$ cat src/rtl/grid_nearest_point_lookup_assert.svh
// Assertion macros for the grid nearest point lookup.
// Used by the top level; expects clk and arst_n in scope.
`ifndef GRID_NEAREST_POINT_LOOKUP_ASSERT_SVH
`define GRID_NEAREST_POINT_LOOKUP_ASSERT_SVH

// Property checked on every clock edge outside reset
`define GNPL_ASSERT(label, prop, msg) \
	label: assert property (@(posedge clk) disable iff (!arst_n) prop) else $error(msg);

// Implication checked on the following edge
`define GNPL_ASSERT_NEXT(label, cond, prop, msg) \
	label: assert property (@(posedge clk) disable iff (!arst_n) (cond) |=> (prop)) else $error(msg);

`endif

$ cat src/rtl/gnpl_pkg.sv
// Shared types and constants for the grid nearest point lookup.
// No dependencies.
`default_nettype none

package gnpl_pkg;

	localparam int MAX_POINTS    = 1024;
	localparam int PT_AW         = $clog2(MAX_POINTS);
	localparam int MAX_GRID_SIDE = 32;
	localparam int CELL_AW       = $clog2(MAX_GRID_SIDE * MAX_GRID_SIDE);
	localparam int Q_DEPTH       = 4;
	localparam int Q_AW          = $clog2(Q_DEPTH);

	// item kinds; the fourth code is dropped at the front
	localparam logic [1:0] KIND_CLEAR  = 2'd0;
	localparam logic [1:0] KIND_LOAD   = 2'd1;
	localparam logic [1:0] KIND_QUERY  = 2'd2;
	localparam logic [1:0] KIND_IGNORE = 2'd3;

	typedef struct packed {
		logic        water;
		logic [15:0] elev;
		logic [15:0] pos_y;
		logic [15:0] pos_x;
		logic [1:0]  kind;
	} item_t;

	typedef struct packed {
		logic clearing;
	} eng_stat_t;

endpackage

`default_nettype wire

$ cat src/rtl/gnpl_front.sv
// Front part: accepts items, drops unknown kinds, queues the rest.
// Depends on gnpl_pkg.
`default_nettype none

module gnpl_front (
	input  wire logic            clk,
	input  wire logic            arst_n,
	input  wire logic            in_valid,
	output logic                 in_ready,
	input  wire gnpl_pkg::item_t in_item,
	output logic                 q_valid,
	output gnpl_pkg::item_t      q_item,
	input  wire logic            q_pop,
	output logic [gnpl_pkg::Q_AW:0] q_count
);

	gnpl_pkg::item_t             fifo_q [gnpl_pkg::Q_DEPTH];
	logic [gnpl_pkg::Q_AW-1:0]   wr_q, rd_q;
	logic [gnpl_pkg::Q_AW:0]     cnt_q;
	logic                        push, pop, known;

	// classify: only clear, load and query enter the queue
	assign known = (in_item.kind == gnpl_pkg::KIND_CLEAR) ||
	               (in_item.kind == gnpl_pkg::KIND_LOAD) ||
	               (in_item.kind == gnpl_pkg::KIND_QUERY);
	assign in_ready = (cnt_q != (gnpl_pkg::Q_AW+1)'(gnpl_pkg::Q_DEPTH));
	assign push     = in_valid && in_ready && known;
	assign pop      = q_pop && (cnt_q != '0);
	assign q_valid  = (cnt_q != '0);
	assign q_item   = fifo_q[rd_q];
	assign q_count  = cnt_q;

	// queue storage
	always_ff @(posedge clk) begin
		if (push) begin
			fifo_q[wr_q] <= in_item;
		end
	end

	// pointers and fill
	always_ff @(posedge clk or negedge arst_n) begin
		if (!arst_n) begin
			wr_q  <= '0;
			rd_q  <= '0;
			cnt_q <= '0;
		end else begin
			if (push) wr_q <= wr_q + 1'b1;
			if (pop) rd_q <= rd_q + 1'b1;
			if (push && !pop) cnt_q <= cnt_q + 1'b1;
			else if (pop && !push) cnt_q <= cnt_q - 1'b1;
		end
	end

endmodule

`default_nettype wire

$ cat config.mk
export PLATFORM = sky130hd
export DESIGN_NAME = gnpl_front
export DESIGN_NICKNAME = d
export VERILOG_FILES = /design/src/rtl/grid_nearest_point_lookup_assert.svh /design/src/rtl/gnpl_pkg.sv /design/src/rtl/gnpl_front.sv
export SDC_FILE = /design/constraint.sdc
export NUM_CORES = 1
export LEC_CHECK = 0
export ABC_AREA = 1
export BUFFER_PORTS_ARGS = -buffer_cell sky130_fd_sc_hd__buf_2
export CAP_MARGIN = 25
export CORE_ASPECT_RATIO = 0.7
export CORE_MARGIN = 2
export CORE_UTILIZATION = 49
export DETAILED_ROUTE_END_ITERATION = 12
export GPL_TIMING_DRIVEN = 0
export PLACE_DENSITY_LB_ADDON = 0.1
export SYNTH_ARGS = -nofsm -noshare
export SYNTH_HDL_FRONTEND = slang
export SYNTH_SLANG_ARGS = --single-unit
$ cat constraint.sdc
create_clock -name clk -period 7.2 [get_ports clk]
set_input_delay 0.72 -clock clk [delete_from_list [all_inputs] [get_ports clk]]
set_output_delay 0.72 -clock clk [all_outputs]
set_load 0.03 [all_outputs]
==> results.txt <==
status - finished, final reports clean
synthesized instance count - 656
Worst EP arrival - 2.12 ns
Synth Net Count - 717
die height - 114 um
Post-Syn Area per Cell - 13.0 sq um
distinct cell type count after synthesis - 19
Max IR drop VDD - 310 uV
ys flop type - edfxtp_1
CORE AREA - 0.0171 sq mm
worst skew pair latency - 0.49 ns
register area share after synthesis - 0.738
Post-Synth XOR/XNOR Area - 0.00103
# setup viols final - 0
Slew Limit Fails - 0
MaxCap Viol Count - 0
crit path capture type - output pin
Routed Antenna Nets - 0
Tot Pwr - 4.47 mW
setup TNS - 0 ns
min cycle time layout - 2.84 ns
RePlAce Congestion - 0.748
DR vias - 5262
maximum clock rate - 352 MHz
DP Cell Count - 1003
vias in the first global route - 5223
area share of the leading cell type in the synthesized netlist - 0.717
mux cell area share after synthesis - 0
Max Clock Skew - 0.00948 ns
RSZ-0062 raised after global routing - no
total track usage - 0.203
# fillers - 1391
largest family of logic cells by synthesized area - compound AO/OA/AOI/OAI gates
Num CTS Buffers - 21
pin count of the biggest net entering global routing - 28
#FFs+latches synth - 211
Post-Synth Simple-Gate Area - 0.0813
pwr dens - 439 mW/mm^2
LEAKAGE - 4.18 nW
first-pass GRT wire length - 28300 um
CP max FO - 10
final wirelength - 18500 um
# rows - 40
Reg2Reg Depth - 5
final std cells w/o fill - 1041
share of layout cells above drive strength 1 - 0.231
drt pass-1 iters - 7
worst endpoint required time - 6.48 ns
HPWL Detailed - 11800 um
FF-to-FF Start - q_count[0]$_DFFE_PN0P_
Post-synth EDFFs - 204
initial antenna violation count - 2
worst rel slew slack - 0.396
worst slew pin tran - 0.904 ns
die area - 0.0185 sq mm
initial drt markers - 380
setup slack, reg-to-reg - 4.81 ns
H-Tree Depth - 1
Hold Vio Cnt, Final - 0
clock sinks - 211
DRC - 0
worst slack at placement - 4.25 ns
root buffer cell - clkbuf_16
YS warnings - 0
GRT overflow - 0
synth cell count leaders - 204 x edfxtp_1, 170 x nand2_1, 116 x inv_1, 92 x o211ai_1, 20 x buf_2
clock-pin slew on the worst setup and hold paths - 0.06 ns
Mapped Area - 0.00854 sq mm
largest cells by area after synthesis - edfxtp_1 72%, o211ai_1 8.1%, nand2_1 7.5%
clock buffer depth - 3
Synth async-reset ratio - 0.0332
placed cell area - 0.00954 sq mm
Post-Synth Adder-Cell Area - 0.00967
type of origin of the critical path - flip-flop
setup ws final - 4.36 ns
Avg Vias per Cell - 5.05
wire per inst - 17.8 um
top-count cell post-synth - edfxtp_1
WS Path Type - reg2out
hold_buf cts - 0
Hold Crit Class - in2async
compound-cell area share of the yosys netlist - 0.0967
I/O pins - 111
Chip Width - 162 um
RR Endpoint - fifo_q[2][9]$_DFFE_PP_
post-synth top area cell - edfxtp_1
Finished Cell Area - 0.0102 sq mm
Port Buffers - 110
Area growth syn-to-layout - 19.3%
number of setup buffers added after CTS - 0
Layout Nets - 856
post-cts resize count - 0
CTS tree - built
Initial Util - 0.499
fin crit share - 0.395
[flip-flops by register name, summed over array words and instances, names as in the netlist]
register,count
fifo_q,204
q_count,3
rd_q,2
wr_q,2
[routing by layer]
metal	part of all wire	vias up	track usage
met5	0.0015	-	0
met4	0.016	4	0.0442
met3	0.064	28	0.0431
met2	0.47	154	0.336
met1	0.45	2532	0.280
li1	-	2544	-
[through the flow]
step / hold WS, ns / util
after floorplan: 0.424 / -
after global placement: 0.504 / 0.548
after detailed placement: 0.521 / 0.557
after CTS: 0.0635 / 0.595
after global routing: 0.0629 / 0.595
final: 0.0622 / 0.595
[cell families after synthesis]
kind of cell               Yosys count
and+or+nand+nor                    182
AOI/OAI and AO/OA                  104
buffers and inverters              152
DFF                                211
adders and majority gates            6
xor gates and xnor gates             1
[layout make-up]
type | count | area (sq um) | share of cell area
Sequential cell | 211 | 6300 | 0.619
Multi-Input combinational cell | 293 | 1640 | 0.161
Timing Repair Buffer | 116 | 678 | 0.0666
Clock buffer | 29 | 586 | 0.0575
Inverter | 119 | 447 | 0.0439
Tap cell | 231 | 289 | 0.0284
Buffer | 33 | 179 | 0.0176
Clock inverter | 8 | 60.1 | 0.00590
Antenna cell | 1 | 2.50 | 0.000246
[worst max-delay path: stages, from the launching register on]
cell and delay [ns]:
dfrtp_1 0.44, inv_2 0.14, clkbuf_1 0.51, nand2_1 0.11, o211ai_1 0.11, nand2_1 0.12, buf_2 0.19
[worst max-delay path by stage]
stage,to,slack [ns],from,cells after the start
5_1_grt,q_item[37],4.23,rd_q[0]$_DFFE_PN0P_,6
4_1_cts,q_item[27],4.32,rd_q[0]$_DFFE_PN0P_,6
6_report,q_item[27],4.36,rd_q[0]$_DFFE_PN0P_,6
2_1_floorplan,fifo_q[0][0]$_DFFE_PP_,3.39,q_count[0]$_DFFE_PN0P_,4
3_5_place_dp,fifo_q[2][47]$_DFFE_PP_,4.25,in_item[0],5
3_3_place_gp,fifo_q[0][38]$_DFFE_PP_,1.36,in_item[0],4
[power by group]
| part | internal (mW) | switching, mW |
|---|---|---|
| sequential | 1.56 | 0.0542 |
| combinational | 0.508 | 1.33 |
| clock | 0.601 | 0.429 |
| total | 2.66 | 1.81 |
[cells in the final DEF (no fill, tap or decap)]
master / netlist / routed
edfxtp_1: 204 / 204
nand2_1: 170 / 170
buf_2: 20 / 130
inv_1: 116 / 116
o211ai_1: 92 / 92
clkbuf_16: 0 / 21
clkbuf_1: 7 / 12
o211ai_2: 10 / 10
nand3_1: 7 / 7
dfrtp_1: 7 / 7
ha_1: 5 / 5
buf_12: 0 / 5
buf_4: 4 / 4
nor2_4: 0 / 4
clkinv_1: 0 / 4
inv_2: 3 / 3
clkinv_2: 0 / 3
clkbuf_8: 0 / 3
buf_6: 2 / 2
diode_2: 0 / 1
a21oi_1: 1 / 1
o21ai_0: 1 / 1
xnor2_1: 1 / 1
nand4_1: 1 / 1
fa_1: 1 / 1
bufinv_16: 0 / 1
buf_16: 0 / 1
Power figures use the tool's default switching activity.
